--- src/sv/pfcmt_pkg.sv ---
`default_nettype none

package pfcmt_pkg;

    // result field widths
    localparam int TOTAL_W    = 5;
    localparam int DISTINCT_W = 4;
    localparam int BEST_W     = 31;

    // trial division starts here
    localparam int FIRST_DIVISOR = 2;

endpackage

`default_nettype wire

--- src/sv/prime_factor_count_max_tracker.sv ---
`default_nettype none

// prime factor counter with per-set best tracking
//
// input channel  : value, last with in_valid / in_stall; one transfer per item
// output channel : one result per item with out_valid / out_stall
// each value is factored by trial division from 2 while divisor squared is
// no greater than the cofactor; every trial is one radix-2 restoring division
// that retires one quotient bit per cycle, followed by a decision step, and
// each new divisor gets a square test first; a 31-bit prime needs roughly
// 46341 trials; values 0 and 1 skip trial division and go straight to finish
// the block works on one item at a time; in_stall is high from acceptance
// until the result has been moved into the output register
// the output register lets the next item be accepted while a result waits;
// a stalled result holds, and a finished item waits in its last step until
// the output register frees up
// reset clears the bests, empties the output register and returns to idle;
// the bests are also cleared after the result of an item marked last

module prime_factor_count_max_tracker #(
    parameter int VALUE_BITS = 31
) (
    input  wire                                 clk,
    input  wire                                 rst_n,
    input  wire                                 in_valid,
    output logic                                in_stall,
    input  wire  [VALUE_BITS-1:0]               value,
    input  wire                                 last,
    output logic                                out_valid,
    input  wire                                 out_stall,
    output logic [pfcmt_pkg::TOTAL_W-1:0]       total_factors,
    output logic [pfcmt_pkg::DISTINCT_W-1:0]    distinct_factors,
    output logic [pfcmt_pkg::BEST_W-1:0]        best_total_value,
    output logic [pfcmt_pkg::TOTAL_W-1:0]       best_total_count,
    output logic [pfcmt_pkg::BEST_W-1:0]        best_distinct_value,
    output logic [pfcmt_pkg::DISTINCT_W-1:0]    best_distinct_count,
    output logic                                set_done
);
    import pfcmt_pkg::*;

    localparam int VB    = VALUE_BITS;
    localparam int SQ_W  = VB + 2;           // room for the square one step past the root
    localparam int CNT_W = $clog2(VB + 1);   // factor counts at full precision
    localparam int BIT_W = $clog2(VB);       // quotient bit counter

    typedef enum logic [2:0] {
        IDLE,
        TEST,
        DIV,
        STEP,
        FINISH
    } state_t;

    state_t             state_reg;
    logic [VB-1:0]      val_reg;        // value of the item in work
    logic               last_reg;
    logic [VB-1:0]      rem_reg;        // remaining cofactor
    logic [VB-1:0]      d_reg;          // trial divisor
    logic [SQ_W-1:0]    sq_reg;         // divisor squared, kept by increments
    logic [VB-1:0]      quo_reg;        // dividend shifting out, quotient shifting in
    logic [VB-1:0]      part_reg;       // partial remainder
    logic [BIT_W-1:0]   bit_reg;
    logic [CNT_W-1:0]   t_reg;
    logic [CNT_W-1:0]   k_reg;
    logic               found_reg;      // current divisor already counted as distinct

    logic [VB-1:0]      top_total_value_reg;
    logic [CNT_W-1:0]   top_total_count_reg;
    logic [VB-1:0]      top_distinct_value_reg;
    logic [CNT_W-1:0]   top_distinct_count_reg;

    logic               out_valid_reg;
    logic [TOTAL_W-1:0]     total_reg;
    logic [DISTINCT_W-1:0]  distinct_reg;
    logic [BEST_W-1:0]      btv_reg;
    logic [TOTAL_W-1:0]     btc_reg;
    logic [BEST_W-1:0]      bdv_reg;
    logic [DISTINCT_W-1:0]  bdc_reg;
    logic                   done_reg;

    // one restoring division step
    logic [VB:0]        shifted;
    logic               ge;
    logic [VB:0]        diff;
    logic [VB-1:0]      part_next;
    logic [VB-1:0]      quo_next;

    // best update
    logic [VB-1:0]      ntv_next;
    logic [CNT_W-1:0]   ntc_next;
    logic [VB-1:0]      ndv_next;
    logic [CNT_W-1:0]   ndc_next;

    logic               in_xfer;
    logic               out_free;

    always_comb
    begin
        shifted   = {part_reg, quo_reg[VB-1]};
        ge        = shifted >= {1'b0, d_reg};
        diff      = shifted - {1'b0, d_reg};
        part_next = ge ? diff[VB-1:0] : shifted[VB-1:0];
        quo_next  = {quo_reg[VB-2:0], ge};
    end

    always_comb
    begin
        if (t_reg > top_total_count_reg)
        begin
            ntc_next = t_reg;
            ntv_next = val_reg;
        end
        else
        begin
            ntc_next = top_total_count_reg;
            ntv_next = top_total_value_reg;
        end
        if (k_reg > top_distinct_count_reg)
        begin
            ndc_next = k_reg;
            ndv_next = val_reg;
        end
        else
        begin
            ndc_next = top_distinct_count_reg;
            ndv_next = top_distinct_value_reg;
        end
    end

    assign in_stall = (state_reg != IDLE);
    assign in_xfer  = in_valid && !in_stall;
    assign out_free = !out_valid_reg || !out_stall;

    always_ff @(posedge clk or negedge rst_n)
    begin
        if (!rst_n)
        begin
            state_reg              <= IDLE;
            val_reg                <= '0;
            last_reg               <= 1'b0;
            rem_reg                <= '0;
            d_reg                  <= VB'(FIRST_DIVISOR);
            sq_reg                 <= '0;
            quo_reg                <= '0;
            part_reg               <= '0;
            bit_reg                <= '0;
            t_reg                  <= '0;
            k_reg                  <= '0;
            found_reg              <= 1'b0;
            top_total_value_reg    <= '0;
            top_total_count_reg    <= '0;
            top_distinct_value_reg <= '0;
            top_distinct_count_reg <= '0;
            out_valid_reg          <= 1'b0;
            total_reg              <= '0;
            distinct_reg           <= '0;
            btv_reg                <= '0;
            btc_reg                <= '0;
            bdv_reg                <= '0;
            bdc_reg                <= '0;
            done_reg               <= 1'b0;
        end
        else
        begin
            // result taken, and no new one loaded in the same cycle
            if (out_valid_reg && !out_stall && state_reg != FINISH)
            begin
                out_valid_reg <= 1'b0;
            end

            unique case (state_reg)
                IDLE:
                begin
                    if (in_xfer)
                    begin
                        val_reg   <= value;
                        last_reg  <= last;
                        rem_reg   <= value;
                        d_reg     <= VB'(FIRST_DIVISOR);
                        sq_reg    <= SQ_W'(FIRST_DIVISOR * FIRST_DIVISOR);
                        t_reg     <= '0;
                        k_reg     <= '0;
                        found_reg <= 1'b0;
                        if (value < VB'(FIRST_DIVISOR))
                        begin
                            state_reg <= FINISH;
                        end
                        else
                        begin
                            state_reg <= TEST;
                        end
                    end
                end

                TEST:
                begin
                    if (sq_reg <= SQ_W'(rem_reg))
                    begin
                        quo_reg   <= rem_reg;
                        part_reg  <= '0;
                        bit_reg   <= '0;
                        state_reg <= DIV;
                    end
                    else
                    begin
                        // leftover cofactor above one is a prime of its own
                        if (rem_reg > VB'(1))
                        begin
                            t_reg <= t_reg + 1'b1;
                            k_reg <= k_reg + 1'b1;
                        end
                        state_reg <= FINISH;
                    end
                end

                DIV:
                begin
                    quo_reg  <= quo_next;
                    part_reg <= part_next;
                    bit_reg  <= bit_reg + 1'b1;
                    if (bit_reg == BIT_W'(VB - 1))
                    begin
                        state_reg <= STEP;
                    end
                end

                STEP:
                begin
                    if (part_reg == '0)
                    begin
                        // divides: keep quotient and try the same divisor again
                        rem_reg   <= quo_reg;
                        t_reg     <= t_reg + 1'b1;
                        if (!found_reg)
                        begin
                            k_reg <= k_reg + 1'b1;
                        end
                        found_reg <= 1'b1;
                        part_reg  <= '0;
                        bit_reg   <= '0;
                        state_reg <= DIV;
                    end
                    else
                    begin
                        // (d+1)^2 = d^2 + 2d + 1
                        d_reg     <= d_reg + 1'b1;
                        sq_reg    <= sq_reg + SQ_W'({d_reg, 1'b1});
                        found_reg <= 1'b0;
                        state_reg <= TEST;
                    end
                end

                FINISH:
                begin
                    if (out_free)
                    begin
                        out_valid_reg <= 1'b1;
                        total_reg     <= TOTAL_W'(t_reg);
                        distinct_reg  <= DISTINCT_W'(k_reg);
                        btv_reg       <= BEST_W'(ntv_next);
                        btc_reg       <= TOTAL_W'(ntc_next);
                        bdv_reg       <= BEST_W'(ndv_next);
                        bdc_reg       <= DISTINCT_W'(ndc_next);
                        done_reg      <= last_reg;
                        if (last_reg)
                        begin
                            top_total_value_reg    <= '0;
                            top_total_count_reg    <= '0;
                            top_distinct_value_reg <= '0;
                            top_distinct_count_reg <= '0;
                        end
                        else
                        begin
                            top_total_value_reg    <= ntv_next;
                            top_total_count_reg    <= ntc_next;
                            top_distinct_value_reg <= ndv_next;
                            top_distinct_count_reg <= ndc_next;
                        end
                        state_reg <= IDLE;
                    end
                end

                default:
                begin
                    state_reg <= IDLE;
                end
            endcase
        end
    end

    assign out_valid           = out_valid_reg;
    assign total_factors       = total_reg;
    assign distinct_factors    = distinct_reg;
    assign best_total_value    = btv_reg;
    assign best_total_count    = btc_reg;
    assign best_distinct_value = bdv_reg;
    assign best_distinct_count = bdc_reg;
    assign set_done            = done_reg;

    // checks

    a_busy_after_accept: assert property (@(posedge clk) disable iff (!rst_n)
        in_xfer |=> in_stall)
        else $error("input accepted but block not busy");

    a_best_total_pair: assert property (@(posedge clk) disable iff (!rst_n)
        (top_total_count_reg == '0) == (top_total_value_reg == '0))
        else $error("best total value and count disagree");

    a_best_distinct_pair: assert property (@(posedge clk) disable iff (!rst_n)
        (top_distinct_count_reg == '0) == (top_distinct_value_reg == '0))
        else $error("best distinct value and count disagree");

    a_partial_below_divisor: assert property (@(posedge clk) disable iff (!rst_n)
        (state_reg == DIV || state_reg == STEP) |-> (part_reg < d_reg))
        else $error("partial remainder not below divisor");

    a_divisor_min: assert property (@(posedge clk) disable iff (!rst_n)
        (state_reg == DIV) |-> (d_reg >= VB'(FIRST_DIVISOR)))
        else $error("trial divisor below two");

endmodule

`default_nettype wire
--- config.mk ---
export PLATFORM = sky130hd
export DESIGN_NAME = prime_factor_count_max_tracker
export DESIGN_NICKNAME = d
export VERILOG_FILES = /design/src/sv/pfcmt_pkg.sv /design/src/sv/prime_factor_count_max_tracker.sv
export SDC_FILE = /design/constraint.sdc
export NUM_CORES = 1
export LEC_CHECK = 0
export BUFFER_PORTS_ARGS = -buffer_cell sky130_fd_sc_hd__clkbuf_2
export CORE_ASPECT_RATIO = 0.8
export CORE_MARGIN = 4
export CORE_UTILIZATION = 56
export CTS_CLUSTER_SIZE = 40
export DETAILED_ROUTE_END_ITERATION = 10
export MAX_ROUTING_LAYER = met4
export PLACE_DENSITY = 0.84
export SLEW_MARGIN = 20
export SYNTH_ARGS = -nofsm -noshare
export SYNTH_HDL_FRONTEND = slang
export SYNTH_SLANG_ARGS = --single-unit
--- constraint.sdc ---
create_clock -name clk -period 2.9 [get_ports clk]
set_input_delay 0.29 -clock clk [delete_from_list [all_inputs] [get_ports clk]]
set_output_delay 0.29 -clock clk [all_outputs]
set_load 0.01 [all_outputs]
== After elaboration in Yosys (flattened, before gate mapping) ==
Index checks and enable logic that the tools add are counted.
Widths: inputs -> output; s select.
Cells by class
  $add $sub $neg: 6
  multiply operators: 0
  div/mod/pow operators: 0
  magnitude comparators: 6
  eq/ne operators: 15
  shifts and indexed selects: 0
  muxes and demuxes: 49
  bitwise logic cells: 0
  reductions and logical operators: 26
Operators with widths (number)
  $mux 31: 12
  $pmux 31 s2: 3
  $pmux 31 s3: 1
  $mux 5: 14
  $mux 33: 2
  $pmux 33 s2: 1
  $pmux 5 s3: 3
  $add 33x32->33: 1
  $le 33x31->1: 1
  $ge 32x31->1: 1
  $add 31x1->31 const B: 1
  $gt 31x1->1 const B: 1
  $logic_not 31->1: 1
  $lt 31x2->1 const B: 1
  $sub 31x31->31: 1
  $ne 2x2->1 const B: 9
  $add 5x1->5 const B: 3
  $mux 3: 5
  $pmux 3 s5: 1
  $reduce_and 3->1: 5
  $gt 5x5->1: 2
  $reduce_bool 3->1: 3
  $reduce_and 2->1: 4
  $eq 3x2->1 const B: 2
  14 further kinds: 24
Word-level totals
  flip-flop bits (word level): 362
  bits in latches: 0
  RAM bits: 0
  ROM bits: 0
  input port bits: 36
  logic and storage cells: 127
  memories: 0

== Longest topological paths before layout ==
  word-level depth: 6
  gate-level depth with buffers: 13

== Least setup slack after synthesis ==
OpenSTA, ideal clock, no wires.
  path kind: flip-flop to flip-flop
  start: reg d_reg[0]
  end: reg part_reg[30]
  library setup time: 124 ps
  arrival time: 2777 ps
  required time: 2776 ps
  setup slack: -1 ps
  stages on the path, launching flop included: 11
  buffers on the path: 0
  clock period less this slack: 2901 ps
  path through: dfrtp_1 > ha_1 > fa_1 > or2b_1 > a21oi_1 > o21a_2 > nor3_2 > or4_4 > a31oi_1 > and3b_1 > a211o_1
On the way
  cells in the longest elaborated chain, start to end: 3
  elaborated cells between the ends (all ways): 4
RTL lines
  start, declared: line prime_factor_count_max_tracker.sv:58  | logic [VB-1:0] d_reg;
  start signal, assigned: line prime_factor_count_max_tracker.sv:142  | d_reg <= VB'(FIRST_DIVISOR);
  start signal, assigned: line prime_factor_count_max_tracker.sv:179  | d_reg <= VB'(FIRST_DIVISOR);
  start signal, assigned: line prime_factor_count_max_tracker.sv:246  | d_reg <= d_reg + 1'b1;
  $sub 31x31->31 / $ge 32x31->1 (equally long branches): line prime_factor_count_max_tracker.sv:101, prime_factor_count_max_tracker.sv:100
  $mux 31 *: line prime_factor_count_max_tracker.sv:102  | part_next = ge ? diff[VB-1:0] : shifted[VB-1:0];
  $pmux 31 s3 *: line prime_factor_count_max_tracker.sv:171  | unique case (state_reg)
  end signal, assigned: line prime_factor_count_max_tracker.sv:219  | part_reg <= part_next;
  end, declared: line prime_factor_count_max_tracker.sv:61  | logic [VB-1:0] part_reg;
Mark *: on every way between the ends. The rest lies on a longest branch, timed or not.
A chain may end at the register's enable or synchronous reset.

== Worst setup path after layout ==
  start: reg sq_reg[1]
  end: reg quo_reg[19]
On the way
  cells in the longest elaborated chain, start to end: 3
RTL lines
  start, declared: line prime_factor_count_max_tracker.sv:59  | logic [SQ_W-1:0] sq_reg;
  start signal, assigned: line prime_factor_count_max_tracker.sv:180  | sq_reg <= SQ_W'(FIRST_DIVISOR * FIRST_DIVISOR);
  start signal, assigned: line prime_factor_count_max_tracker.sv:247  | sq_reg <= sq_reg + SQ_W'({d_reg, 1'b1});
  $le 33x31->1: line prime_factor_count_max_tracker.sv:197  | if (sq_reg <= SQ_W'(rem_reg))
  $ne 2x2->1 (no line)
  $reduce_and 2->1 (no line)
  end signal, assigned: line prime_factor_count_max_tracker.sv:199  | quo_reg <= rem_reg;
  end signal, assigned: line prime_factor_count_max_tracker.sv:218  | quo_reg <= quo_next;
  end, declared: line prime_factor_count_max_tracker.sv:60  | logic [VB-1:0] quo_reg;
No other way between the ends.

==> metrics <==
cell count after placement just under 3000; TritonCTS sink count between 300 and 400; Worst IR Drop VDD between 0.7 and 0.8 mV; width of the chip approximately 220 µm; portion of the clock cycle consumed by the worst path in the final layout 103%; die span in y roughly 180 µm; share of the yosys chip area belonging to registers between 40% and 50%; HP Class in2reg; Max-Cap Viols 0; Hold WS roughly 0.0045 ns; type of the worst setup path reg2reg; Worst Path Required around 3.3 ns; Placement Rows 62; number of vias per cell after detailed routing between 6 and 7; flip-flop count of the largest register after layout 33; leading cell types by total area after synthesis dfrtp_1, nand2_1, ha_1; CP Max Fanout 7; cells traversed along the worst timing path buf_6 -> ha_4 -> nand4_1 -> or4_4 -> o31ai_4 -> nor4_4 -> a21oi_4 -> buf_6 -> clkbuf_16 -> mux2i_1 -> o21ai_0; leakage power of the design approximately 12 nW; kind of start point of the critical path flip-flop; Final setup violation count 24; number of cells produced by synthesis 2328; cell type group with the largest total delay on the critical path simple AND/OR/NAND/NOR gates; detailed-route via count between 15000 and 20000; Most used DFF post-synth dfrtp_1; GRT Total Usage a little under a third; maximum count of clock buffers along a single path 3; post-synthesis cell area 20600 µm²; Max Clock Skew 0.0211 ns; number of cells traversed by the worst register-to-register path 11; number of I/O port buffers approximately 120; power density of the placed cells between 1000 and 1500 nW/µm²; number of antenna violations at the first check in global routing 0; maximum number of pins on one net before global-route repair 77; Congestion Overflow GR 0; launching instance or port of the critical path sq_reg[1]; total negative setup slack -0.595 ns; initial core utilization a little under three fifths; count of unique library cells instantiated by Yosys 87; total detailed-routing wirelength roughly 64000 µm; final RePlAce weighted congestion approximately 0.95; Die Footprint between 30000 and 40000 µm²; clock latency reported for the late side of the worst-skew pair between 0.5 and 0.6 ns; failing checks setup timing; Clk pin slew, worst setup/hold paths about 0.07 ns; relative area change from synthesis to final layout 19.6%; final max-slew violation count 0; antenna-violating nets left 0; worst-case setup margin in the final layout -0.0861 ns; number of cells in the finished layout apart from fillers 3059; total of warnings raised by yosys 0; post-layout net count 2700; detailed-routing iteration count for the pre-antenna-repair pass 6; biggest area consumer among synthesized cells dfrtp_1; Iteration-0 DRC Markers about 2300; logic depth of the worst setup path including buffers 11; number of enable-type register cells in the synthesized netlist 0; number of antenna repair diodes 0; core area 36100 µm²; Worst path slowest cell or4_4; HPWL after DPL about 43000 µm; share of flip-flops with an asynchronous set or reset 100%; Max Fclk about 330 MHz; global-route wire length before repair 99200 µm; Worst Max-Slew Pin Slew 1.07 ns; number of buffers and inverters on the critical path 3; number of remaining DRC errors 0; post-route core utilization between 60% and 70%; fraction of layout instances using a drive strength above 1 roughly 18%; mean post-synth cell area slightly below 9 µm²; arrival time of data at the critical path endpoint roughly 3.4 ns; CTS HTree Levels 2; unrepaired setup endpoints after global routing true; worst slew slack as a fraction of its limit between 20 and 30%; CP peak stage delay 0.56 ns; Post-Synthesis Net Count ~2500; outcome finished with violations; number of CTS-inserted buffers 37; Critical R2R Capture quo_reg[19]; via count of the first global-routing pass roughly 19000; fraction of synthesized cell area taken by the top area cell type a little over two fifths; final period demand of the worst path 2.99 ns; CP Capture Type flip-flop; launch point of the worst reg-to-reg path sq_reg[1]; capture point of the critical path quo_reg[19]; top-count cell post-synth nand2_1; final hold vios 0; root buffer cell clkbuf_16; register-to-register path setup slack -0.09 ns; cell with the most instances on the worst path buf_6; num ports approximately 120; Avg WL per Cell between 20 and 25 µm; most frequent cells after synthesis nand2_1, dfrtp_1, o21ai_0; Yosys reg bits approximately 360; CTS tree yes
==> cell usage in the layout, fill, tap and decap left out, types with 55 or more instances in the layout <==
| cell type | synthesis | routed |
|---|---|---|
| mux2i_1 | 92 | 91 |
| inv_1 | 108 | 105 |
| nor2_1 | 154 | 150 |
| ha_1 | 108 | 100 |
| o21ai_0 | 191 | 174 |
| nand2_1 | 491 | 491 |
| dfrtp_1 | 361 | 359 |
| a22oi_1 | 62 | 61 |
| buf_4 | 4 | 156 |
| clkbuf_2 | 1 | 117 |
| xnor2_1 | 55 | 55 |
| a31oi_1 | 73 | 73 |
==> logic make-up (layout without fill, tap and decap cells) <==
kind of cell,count (synthesis),in the layout,synth area share [%]
buf+inv,228,479,4.55
flops,362,362,43.9
simple gates,856,856,18.1
mux,94,94,4.57
xor+xnor,73,73,3.10
compound gates,605,605,19.0
fa+ha+maj,110,110,6.74
==> layer usage <==
layer  share of wire, %  up-vias  GRT usage, %
li1                   -     8672             -
met1                 42     9457          44.1
met2                 46     1091          46.2
met3                 10      170          5.82
met4                2.4        0          6.38
met5                  0        -             -
==> tightest hold or removal path: cells and delay by family <==
kind / cells / cell delay [ns]
buffers and inverters: 1 / 0.11
and+or+nand+nor: 2 / 0.10
==> how the worst min path moves through the flow <==
stage                    from  cells past startpoint  slack, ns                endpoint
floorplan               rst_n                      0     -0.006  best_distinct_count[0]
global placement        rst_n                      1       0.24    best_total_value[17]
detailed placement      rst_n                      1       0.24    best_total_value[15]
CTS                 value[13]                      3      0.007             val_reg[13]
global route        value[20]                      3       0.03             val_reg[20]
finish               value[5]                      3      0.004              val_reg[5]
==> per-stage QoR <==
stage	worst slack (ns)	total power (W)	cell area [µm²]
floorplan	0.0338	0.0159	20600
global placement	-0.124	0.0200	22700
detailed placement	-0.258	0.0205	22700
CTS	-0.000571	0.0257	24100
global route	-0.144	0.0284	24700
finish	-0.0861	0.0269	24700
==> report_power, final <==
part / total, W / leakage, nW / internal [W] / switching (W)
sequential: 0.00812 / 4.40 / 0.00651 / 0.00161
clock: 0.00491 / 0.606 / 0.00285 / 0.00206
combinational: 0.0139 / 7.17 / 0.00601 / 0.00785
total: 0.0269 / 12.2 / 0.0154 / 0.0115
==> layout make-up <==
class	instances	area [µm²]
fill	2681	11500
multi-input combinational	1738	11100
sequential	362	9060
timing repair buffer	306	2300
clock buffer	56	1120
tap	480	601
inverter	109	409
clock inverter	8	108
==> what timing repair did <==
item | CTS | global route
buffers inserted | 2 | 25
endpoints found under the hold margin | 51 | 0
setup endpoints to repair | 81 | 94
resized for setup | 20 | 75
hold buffers | 8 | 0
pin swaps | 4 | 30
gates cloned | 1 | 2
Note: power is estimated with default switching activity, not from simulation.
